**src/sv/iimt_pkg.sv**
```systemverilog
// Shared types and constants for the interval insert/merge table.
`timescale 1ns / 1ps
`default_nettype none
package iimt_pkg;

	localparam int unsigned DEPTH_DEFAULT = 32;

	localparam logic [1:0] ST_OK    = 2'd0;
	localparam logic [1:0] ST_FULL  = 2'd1;
	localparam logic [1:0] ST_ORDER = 2'd2;

	typedef struct packed {
		logic signed [31:0] hi;
		logic signed [31:0] lo;
	} span_t;

	typedef struct packed {
		logic  shift;
		logic  wr;
		span_t wdata;
	} cell_ctl_t;

endpackage
`default_nettype wire

```
**src/sv/iimt_cell.sv**
```systemverilog
// One table cell: holds an interval, takes its right neighbor on shift or a written entry.
`timescale 1ns / 1ps
`default_nettype none
module iimt_cell
	import iimt_pkg::*;
#(
	parameter int unsigned IDX = 0,
	parameter int unsigned IW  = 5
) (
	input  wire logic      clk,
	input  wire cell_ctl_t ctl,
	input  wire logic [IW-1:0] widx,
	input  wire span_t     nxt,
	output span_t          q
);

	span_t span_q;

	always_ff @(posedge clk) begin
		if (ctl.wr && widx == IDX[IW-1:0]) begin
			span_q <= ctl.wdata;
		end else if (ctl.shift) begin
			span_q <= nxt;
		end
	end

	assign q = span_q;

endmodule
`default_nettype wire

```
**src/sv/interval_insert_merge_table_top.sv**
```systemverilog
// Top level: interval table as a chain of cells with scan, merge and emit sequencing.
`timescale 1ns / 1ps
`default_nettype none
// Sorted table of disjoint closed intervals held in a row of TABLE_DEPTH cells that shift
// toward cell 0; the entry in cell 0 is the one examined each cycle. An accepted interval
// is merged in one pass over the N stored entries. When the table is full a prior pass
// over the entries checks for overlap and rejects the interval if none is found. The
// updated table of M entries is then rotated out one entry per cycle while the output is
// not stalled, with a single all-zero last entry for an empty table. A start after end
// rejection skips both passes and emits the unchanged table. Input is taken only between
// items; the output register lets the last result wait while the next item is accepted.
module interval_insert_merge_table_top
	import iimt_pkg::*;
#(
	parameter int unsigned TABLE_DEPTH = DEPTH_DEFAULT
) (
	input  wire logic        clk,
	input  wire logic        arst_n,
	input  wire logic        s_axis_tvalid,
	output logic             s_axis_tready,
	input  wire logic [63:0] s_axis_tdata,  // new_start[31:0], new_end[63:32]
	output logic             m_axis_tvalid,
	input  wire logic        m_axis_tready,
	output logic [63:0]      m_axis_tdata,  // out_start[31:0], out_end[63:32]
	output logic             m_axis_tlast,
	output logic [1:0]       m_axis_tuser   // status[1:0]
);

	localparam int unsigned IW = (TABLE_DEPTH > 1) ? $clog2(TABLE_DEPTH) : 1;
	localparam int unsigned CW = $clog2(TABLE_DEPTH + 1);
	localparam logic [CW-1:0] FULL = CW'(TABLE_DEPTH);
	localparam logic [CW-1:0] ONE  = CW'(1);

	typedef enum logic [1:0] {IDLE, CHECK, MERGE, EMIT} state_t;

	state_t        state_q;
	logic [CW-1:0] cnt_q, rem_q, occ_q;
	logic          placed_q, ovl_q;
	logic [1:0]    status_q;
	span_t         mrg_q;
	logic          ovalid_q;
	span_t         odata_q;
	logic          olast_q;
	logic [1:0]    ostat_q;

	span_t         cell_q [TABLE_DEPTH];
	span_t         head;
	cell_ctl_t     ctl;
	logic [CW-1:0] wpos;
	logic [IW-1:0] widx;
	logic          below, overlap, pop, push;
	logic          out_free;
	span_t         in_span;

	assign in_span.lo = s_axis_tdata[31:0];
	assign in_span.hi = s_axis_tdata[63:32];
	assign head       = cell_q[0];
	assign below      = head.hi < mrg_q.lo;
	assign overlap    = !below && head.lo <= mrg_q.hi;
	assign out_free   = !ovalid_q || m_axis_tready;
	assign s_axis_tready = state_q == IDLE;

	always_comb begin
		pop  = 1'b0;
		push = 1'b0;
		ctl.wdata = head;
		wpos = cnt_q - ONE;
		unique case (state_q)
			CHECK: begin
				pop  = 1'b1;
				push = 1'b1;
			end
			MERGE: begin
				wpos = occ_q;
				if (rem_q != '0) begin
					if (below) begin
						pop  = 1'b1;
						push = 1'b1;
					end else if (overlap) begin
						pop = 1'b1;
					end else if (!placed_q) begin
						push = 1'b1;
						ctl.wdata = mrg_q;
					end else begin
						pop  = 1'b1;
						push = 1'b1;
					end
					wpos = occ_q - CW'(pop);
				end else begin
					push = !placed_q;
					ctl.wdata = mrg_q;
				end
			end
			EMIT: begin
				if (out_free && cnt_q != '0) begin
					pop  = 1'b1;
					push = 1'b1;
				end
			end
			default: ;
		endcase
		ctl.shift = pop;
		ctl.wr    = push;
		widx      = wpos[IW-1:0];
	end

	for (genvar g = 0; g < TABLE_DEPTH; g++) begin : g_cell
		span_t nxt;
		if (g == TABLE_DEPTH - 1) begin : g_end
			assign nxt = '0;
		end else begin : g_mid
			assign nxt = cell_q[g+1];
		end
		iimt_cell #(.IDX(g), .IW(IW)) u_cell (
			.clk (clk),
			.ctl (ctl),
			.widx(widx),
			.nxt (nxt),
			.q   (cell_q[g])
		);
	end

	always_ff @(posedge clk or negedge arst_n) begin
		if (!arst_n) begin
			state_q  <= IDLE;
			cnt_q    <= '0;
			rem_q    <= '0;
			occ_q    <= '0;
			placed_q <= 1'b0;
			ovl_q    <= 1'b0;
			status_q <= ST_OK;
			mrg_q    <= '0;
			ovalid_q <= 1'b0;
			odata_q  <= '0;
			olast_q  <= 1'b0;
			ostat_q  <= ST_OK;
		end else begin
			if (m_axis_tready && state_q != EMIT) begin
				ovalid_q <= 1'b0;
			end
			unique case (state_q)
				IDLE: begin
					if (s_axis_tvalid) begin
						mrg_q    <= in_span;
						rem_q    <= cnt_q;
						occ_q    <= cnt_q;
						placed_q <= 1'b0;
						ovl_q    <= 1'b0;
						if (in_span.lo > in_span.hi) begin
							status_q <= ST_ORDER;
							state_q  <= EMIT;
						end else if (cnt_q == FULL) begin
							state_q <= CHECK;
						end else begin
							state_q <= MERGE;
						end
					end
				end
				CHECK: begin
					ovl_q <= ovl_q || overlap;
					if (rem_q == ONE) begin
						rem_q <= cnt_q;
						if (ovl_q || overlap) begin
							state_q <= MERGE;
						end else begin
							status_q <= ST_FULL;
							state_q  <= EMIT;
						end
					end else begin
						rem_q <= rem_q - ONE;
					end
				end
				MERGE: begin
					if (rem_q != '0) begin
						if (pop) begin
							rem_q <= rem_q - ONE;
						end
						if (overlap) begin
							if (head.lo < mrg_q.lo) begin
								mrg_q.lo <= head.lo;
							end
							if (head.hi > mrg_q.hi) begin
								mrg_q.hi <= head.hi;
							end
						end
						if (push && !pop) begin
							placed_q <= 1'b1;
						end
						occ_q <= occ_q - CW'(pop) + CW'(push);
					end else begin
						cnt_q    <= occ_q + CW'(push);
						rem_q    <= occ_q + CW'(push);
						status_q <= ST_OK;
						state_q  <= EMIT;
					end
				end
				EMIT: begin
					if (out_free) begin
						ovalid_q <= 1'b1;
						ostat_q  <= status_q;
						if (cnt_q == '0) begin
							odata_q <= '0;
							olast_q <= 1'b1;
							state_q <= IDLE;
						end else begin
							odata_q <= head;
							olast_q <= rem_q == ONE;
							rem_q   <= rem_q - ONE;
							if (rem_q == ONE) begin
								state_q <= IDLE;
							end
						end
					end
				end
				default: state_q <= IDLE;
			endcase
		end
	end

	assign m_axis_tvalid = ovalid_q;
	assign m_axis_tdata  = {odata_q.hi, odata_q.lo};
	assign m_axis_tlast  = olast_q;
	assign m_axis_tuser  = ostat_q;

endmodule
`default_nettype wire

```
**config.mk**
```make
export PLATFORM = sky130hd
export DESIGN_NAME = interval_insert_merge_table_top
export DESIGN_NICKNAME = d
export VERILOG_FILES = /design/src/sv/iimt_pkg.sv /design/src/sv/iimt_cell.sv /design/src/sv/interval_insert_merge_table_top.sv
export SDC_FILE = /design/constraint.sdc
export NUM_CORES = 2
export LEC_CHECK = 0
export BUFFER_PORTS_ARGS = -buffer_cell sky130_fd_sc_hd__buf_2
export CORE_MARGIN = 5
export CORE_UTILIZATION = 57
export CTS_CLUSTER_DIAMETER = 120
export DETAILED_ROUTE_END_ITERATION = 10
export PLACE_DENSITY_LB_ADDON = 0.3
export SYNTH_ARGS = -nofsm -noshare
export SYNTH_HDL_FRONTEND = slang
export SYNTH_SLANG_ARGS = --single-unit
```
**constraint.sdc**
```tcl
create_clock -name clk -period 11.51 [get_ports clk]
set_clock_uncertainty 0.15 [all_clocks]
set_input_delay 2.302 -clock clk [delete_from_list [all_inputs] [get_ports clk]]
set_output_delay 2.302 -clock clk [all_outputs]
set_load 0.05 [all_outputs]
```
Yosys cells after proc, flatten, opt, wreduce, memory -nomap -nowiden
Cells that the tools add are included.

storage, ports and cells
  flip-flop bits (word level) = 2204
  input bits = 68
  word-level logic and storage cells = 357

cells by class
  $add $sub $neg = 6
  $lt $le $gt $ge = 5
  eq/ne operators = 51
  mux-type cells = 124
  bitwise gates (word level) = 1
  reduce and logical (&&, ||, !) cells = 92

operators by type and width
  cell                                                             count
  64-bit 2-to-1 mux                                                73
  64-bit case mux with 2 select lines                              1
  5-bit == test, second input constant                             16
  2-bit nonzero test                                               34
  32-bit > comparator                                              2
  32-bit less-than comparator                                      2
  32-bit 2-to-1 mux                                                2
  6-bit 2-to-1 mux                                                 7
  5-bit by 4-bit == test with 1-bit output, second input constant  8
  1-bit logical AND                                                36
  32-bit less-or-equal comparator                                  1
  2-bit 2-to-1 mux                                                 13
  2-bit != test, second input constant                             12
  6-bit case mux with 4 select lines                               1
  5-bit by 3-bit == test with 1-bit output, second input constant  4
  1-bit 2-to-1 mux                                                 18
  5-bit AND reduction                                              3
  6-bit by 1-bit adder with 6-bit output                           2
  6-bit case mux with 2 select lines                               1
  6-bit nonzero test                                               2
  5-bit by 2-bit == test with 1-bit output, second input constant  2
  5-bit 2-to-1 mux                                                 2
  2-bit case mux with 4 select lines                               1
  4-bit AND reduction                                              2
  24 further kinds                                                 34

Logic depth before layout (Yosys ltp)
  word-level depth = 14
  mapped depth = 25
  mapped depth without buffers = 22

By module
Synthesis repeated with hierarchy kept, for this count alone.

second synthesis, totals
  cells, all modules = 5744
  area, all modules = 103466.7 µm²

modules (own cells, without submodules)
  module                              instances  cells an instance  area an instance (µm²)  seq. area each (µm²)
  iimt_cell at g_cell[21].u_cell ...  5          138                2922.8                  1921.8
  iimt_cell at g_cell[12].u_cell ...  5          138                2921.6                  1921.8
  interval_insert_merge_table_top     1          1324               12552.0                 3903.7
  iimt_cell at g_cell[1].u_cell ...   4          138                2924.1                  1921.8
  iimt_cell at g_cell[11].u_cell ...  4          138                2738.9                  1921.8
  iimt_cell at g_cell[10].u_cell ...  4          138                2737.6                  1921.8
  iimt_cell at g_cell[15].u_cell ...  3          138                2736.4                  1921.8
  iimt_cell at g_cell[29].u_cell ...  2          139                2733.9                  1921.8
  iimt_cell at g_cell[0].u_cell       1          139                2927.8                  1921.8
  iimt_cell at g_cell[3].u_cell       1          138                2920.3                  1921.8
  iimt_cell at g_cell[19].u_cell      1          138                2917.8                  1921.8
  iimt_cell at g_cell[16].u_cell      1          138                2912.8                  1921.8
  iimt_cell at g_cell[31].u_cell      1          139                2735.1                  1921.8

Least setup slack after synthesis
No wires, ideal clock.

  path kind = register to register
  from = reg g_cell[0].u_cell.span_q, in the netlist g_cell[0].u_cell.q[14]
  to = reg g_cell[24].u_cell.span_q, in the netlist g_cell[24].u_cell.q[0] (enable)
  library setup time = 0.661 ns
  arrival = 10.227 ns
  data required time = 10.699 ns
  setup slack = 0.472 ns
  cell stages (with the launch flop) = 19
  buffers on the path = 4
  period minus slack after synthesis = 11.038 ns
  cells stage by stage = edfxtp_1 -> ha_1 -> nand4_1 -> or4_1 -> a21o_1 -> a21oi_1 -> o31a_1 -> buf_4 -> buf_2 -> buf_4 -> nand2_1 -> ha_1 -> ha_1 -> o21ai_2 -> xnor2_1 -> a21o_1 -> clkbuf_1 -> nand2_2 -> o41ai_1

between the ends
  cells in the longest elaborated chain, start to end = 12
  elaborated cells on any way between the ends = 18

ends and longest elaborated chain
  element                                      line                                   text
  start, declared                              iimt_cell.sv:17                        span_t span_q;
  start signal, assigned                       iimt_cell.sv:21                        span_q <= ctl.wdata;
  start signal, assigned                       iimt_cell.sv:23                        span_q <= nxt;
  32-bit less-or-equal comparator *            interval_insert_merge_table_top.sv:59  assign overlap = !below && head.lo <= mrg_q.hi;
  1-bit logical AND *                          interval_insert_merge_table_top.sv:59
  1-bit 2-to-1 mux                             interval_insert_merge_table_top.sv:79  end else if (overlap) begin
  1-bit 2-to-1 mux                             interval_insert_merge_table_top.sv:76  if (below) begin
  1-bit 2-to-1 mux                             interval_insert_merge_table_top.sv:75  if (rem_q != '0) begin
  1-bit 2-to-1 mux                             interval_insert_merge_table_top.sv:68  unique case (state_q)
  5-bit by 1-bit subtractor with 5-bit output  interval_insert_merge_table_top.sv:88  wpos = occ_q - CW'(pop);
  5-bit 2-to-1 mux                             interval_insert_merge_table_top.sv:75
  5-bit 2-to-1 mux                             interval_insert_merge_table_top.sv:68
  5-bit == test                                iimt_cell.sv:20                        if (ctl.wr && widx == IDX[IW-1:0]) begin
  1-bit logical AND                            iimt_cell.sv:20
  2-bit nonzero test (no line) *               --
  end signal, assigned                         iimt_cell.sv:21
  end signal, assigned                         iimt_cell.sv:23
  end, declared                                iimt_cell.sv:17

Every way passes the cells marked *; elsewhere a longest branch is shown, timed or not. The select of a mux whose other input is x is not followed.
A chain may end at the register's enable or synchronous reset.

Worst setup path in the final report
  from = reg g_cell[0].u_cell.span_q, in the netlist g_cell[0].u_cell.q[31]
  to = reg g_cell[1].u_cell.span_q, in the netlist g_cell[1].u_cell.q[33] (enable)

between the ends
  cells in the longest elaborated chain, start to end = 12
  elaborated cells on any way between the ends = 18

ends and longest elaborated chain
  element                                      line
  32-bit less-or-equal comparator *            interval_insert_merge_table_top.sv:59
  1-bit logical AND *                          interval_insert_merge_table_top.sv:59
  1-bit 2-to-1 mux                             interval_insert_merge_table_top.sv:79
  1-bit 2-to-1 mux                             interval_insert_merge_table_top.sv:76
  1-bit 2-to-1 mux                             interval_insert_merge_table_top.sv:75
  1-bit 2-to-1 mux                             interval_insert_merge_table_top.sv:68
  5-bit by 1-bit subtractor with 5-bit output  interval_insert_merge_table_top.sv:88
  5-bit 2-to-1 mux                             interval_insert_merge_table_top.sv:75
  5-bit 2-to-1 mux                             interval_insert_merge_table_top.sv:68
  5-bit by 1-bit == test with 1-bit output     iimt_cell.sv:20
  1-bit logical AND                            iimt_cell.sv:20
  2-bit nonzero test (no line) *               --
  end signal, assigned                         iimt_cell.sv:21
  end signal, assigned                         iimt_cell.sv:23
  end, declared                                iimt_cell.sv:17

Marks and branches as above.

==> impl_metrics.ini <==
[detailed_routing]
route.met2.wl_mm = 105.6
met1Wirelength_mm = 100.5
dr_wl_met3_mm = 15.85
wl_mm = 229.5
top_layer = met4
drtPass1Iterations = 6
drc_errors = 0
wl_per_cell_um = 24.06
vias_per_cell = 6.064
drtAntennaViolNets = 0
drt_iter0_drc = 5534
num_vias = 57837

[critical_path]
cp_max_fo = 58
path_depth = 18
crit_slowest_cell = nor4_1
reg2reg_depth = 18
cp-start-kind = flip-flop
cp_top_family = simple AND/OR/NAND/NOR gates
cp.arrival_ns = 7.88
worst-setup-path-type = reg2reg
r2r_setup_slack_ns = 3.95
cp_cell_sequence = ha_1, nand4_1, nor4_1, a211oi_1, o311ai_0, o31a_2, buf_4, nand2_1, ha_1, ha_1, o21ai_0, a31oi_1, nand3_1, nor4_1, o31ai_4, buf_4, nand2_2, buf_4
cp-end-kind = flip-flop
path_buf_inv = 3
cpPeakStageDelay_ns = 0.64
required_ns = 11.83

[sta]
relSlewSlack = 0.1421
fin_crit_sh = 0.6569
min_period_ns = 7.561
finalHoldViolCount = 0
tns_ns = 0
worst_slew_pin_slew_ns = 1.287
finalMaxSlewViolations = 0
fmaxAchievable_mhz = 132.3
setup_viol = 0
grt_setup_unrepaired = no

[global_routing]
grt_pass1_vias = 56918
grt_max_degree = 130
gr-total-overflow = 0
antenna_found_initial = 2
grt_pass1_wl_mm = 354.3
grt.total_usage = 0.2521

[floorplanning]
ioPinCount = 137
rows = 153
initial_core_util = 0.5714
die_h_um = 427.0
die-area_um2 = 182300
core_um2 = 173400
die_width_um = 427.0

[logic_synthesis]
synth_cell_types = 82
synth_ff_type = edfxtp_1
synth.top_cell.area_share = 0.6205
syn_area_um2 = 99110
avgSynthCellArea_um2 = 13.99
yosysWarnings = 0
yosys-top-cells-area = edfxtp_1 (62%), mux2_2 (13%), o21ai_0 (4.4%), nand2_1 (4.0%), dfrtp_1 (3.9%)
synth_seq_cells = 2204
syn_nets = 7333
synth-seq-area-share = 0.6599
yosysTopAreaCell = edfxtp_1
synth-async-reset-ratio = 0.07078
postSynthCellCount = 7082
synth_edf_count = 2048

[clocking]
hold_buffers = 0
max-clock-path-buffers = 3
cts_resized = 0
cts_root_buffer = clkbuf_16
cts_tree = yes
cts.reportedPaths.clkPinSlew_ns = 0.07
clock_sink_count = 2204
clkLatencyLatePin_ns = 0.85
cts_max_level = 4
numCtsBuffers = 213
post-cts-setup-buffers = 0

[layout]
layout-drive-gt1-share = 0.2588
nets = 7282
syn_to_final_growth_pct = 9.379

[flow_run]
maxCapViolCount = 0

[hold_path]
hold_path_depth = 2
hp-class = reg2reg

[place]
dp_hpwl_mm = 148.5
port_buffers = 136
place.gp.congestion = 0.9840

[run_status]
status = finished clean
-- through the flow --
step                hold WS (ns)  setup WS [ns]  std cells  area [um^2]    util
floorplan                 0.2895         0.4722       7082        99110       -
global placement          0.3095          4.149       9141       101700  0.5863
detailed placement        0.3161          4.105       9141       101700  0.5863
CTS                       0.3295          4.032       9535       108400  0.6250
global route              0.3456          3.645       9535       108400  0.6250
finish                    0.3215          3.949       9537       108400  0.6250
-- worst reg2reg max path: cells and delay by family, from the launching register on --
kind	cells	cell delay, ns
AND/OR/NAND/NOR	6	2.50
AO/OA/AOI/OAI	6	1.67
flip-flops	1	0.48
adder cells (fa/ha/maj)	3	1.00
buffers and inverters	3	1.31
-- logic make-up after synthesis --
kind of cell             count (synthesis)  synth area share
AO/OA/AOI/OAI                         1325           0.07726
flip-flops                            2204            0.6599
multiplexers                          1292            0.1459
AND/OR/NAND/NOR                       1377           0.05888
buffers and inverters                  684           0.03333
adder cells (fa/ha/maj)                183           0.02318
XOR/XNOR                                17          0.001502
-- cells in the mapped netlist (24+ instances only) --
| cell | count |
|---|---|
| inv_1 | 128 |
| buf_2 | 161 |
| ha_1 | 182 |
| o22ai_1 | 28 |
| mux2i_1 | 70 |
| o211ai_1 | 24 |
| buf_4 | 38 |
| edfxtp_1 | 2048 |
| nor3_1 | 28 |
| nor2_1 | 99 |
| o21ai_0 | 875 |
| a21oi_1 | 79 |
| nand4_1 | 29 |
| a31oi_1 | 102 |
| buf_1 | 32 |
| mux2_2 | 1123 |
| dfrtp_1 | 156 |
| buf_6 | 52 |
| nand3_1 | 47 |
| a31o_2 | 50 |
| nand2_1 | 1062 |
| mux2_1 | 98 |
| clkbuf_1 | 271 |
-- worst paths after layout --
check / startpoint / end
max: g_cell[0].u_cell.q[31]$_DFFE_PP_ / g_cell[1].u_cell.q[33]$_DFFE_PP_
min: m_axis_tdata[51]$_DFFE_PN0P_ / m_axis_tdata[51]$_DFFE_PN0P_
max reg2reg: g_cell[0].u_cell.q[31]$_DFFE_PP_ / g_cell[1].u_cell.q[33]$_DFFE_PP_
min reg2reg: m_axis_tdata[51]$_DFFE_PN0P_ / m_axis_tdata[51]$_DFFE_PN0P_
max in group asynchronous: arst_n / m_axis_tdata[24]$_DFFE_PN0P_
min in group asynchronous: arst_n / status_q[1]$_DFFE_PN0P_
-- sequential cells by signal, summed over array words and instances, names as in the netlist, 2 cells and up --
signal and flops:
mrg_q 64, m_axis_tuser 2, g_cell.u_cell.q 2048, state_q 2, status_q 2, occ_q 6
cnt_q 6, m_axis_tdata 64, rem_q 6
-- layout by cell type (no fill, tap or decap), types with 89 or more instances in the layout --
cell type / instances
mux2_1: 98
buf_4: 151
clkbuf_16: 216
a31oi_1: 89
nand2_1: 1042
ha_1: 181
o21ai_0: 875
edfxtp_1: 2048
mux2_2: 1123
nor2_1: 98
dfrtp_1: 156
inv_1: 128
buf_2: 135
-- area by class of cell --
| cell class | count | area, um^2 |
|---|---|---|
| Tap cell | 2325 | 2909 |
| Inverter | 129 | 484.2 |
| Timing Repair Buffer | 289 | 1861 |
| Antenna cell | 2 | 5.005 |
| Clock inverter | 125 | 1110 |
| Multi-Input combinational cell | 4194 | 31030 |
| Fill cell | 12621 | 65030 |
| Clock buffer | 269 | 5604 |
| Sequential cell | 2204 | 65400 |
-- layer usage --
layer  track usage  up-vias
met4       0.08402        0
met3       0.04006      357
li1              -    26360
met2        0.3929     1998
met5             0        -
met1        0.3663    29122
Power is left out: the tool's default activity adds up to more than one toggle a clock period on the data nets, which glitch-free logic cannot reach.
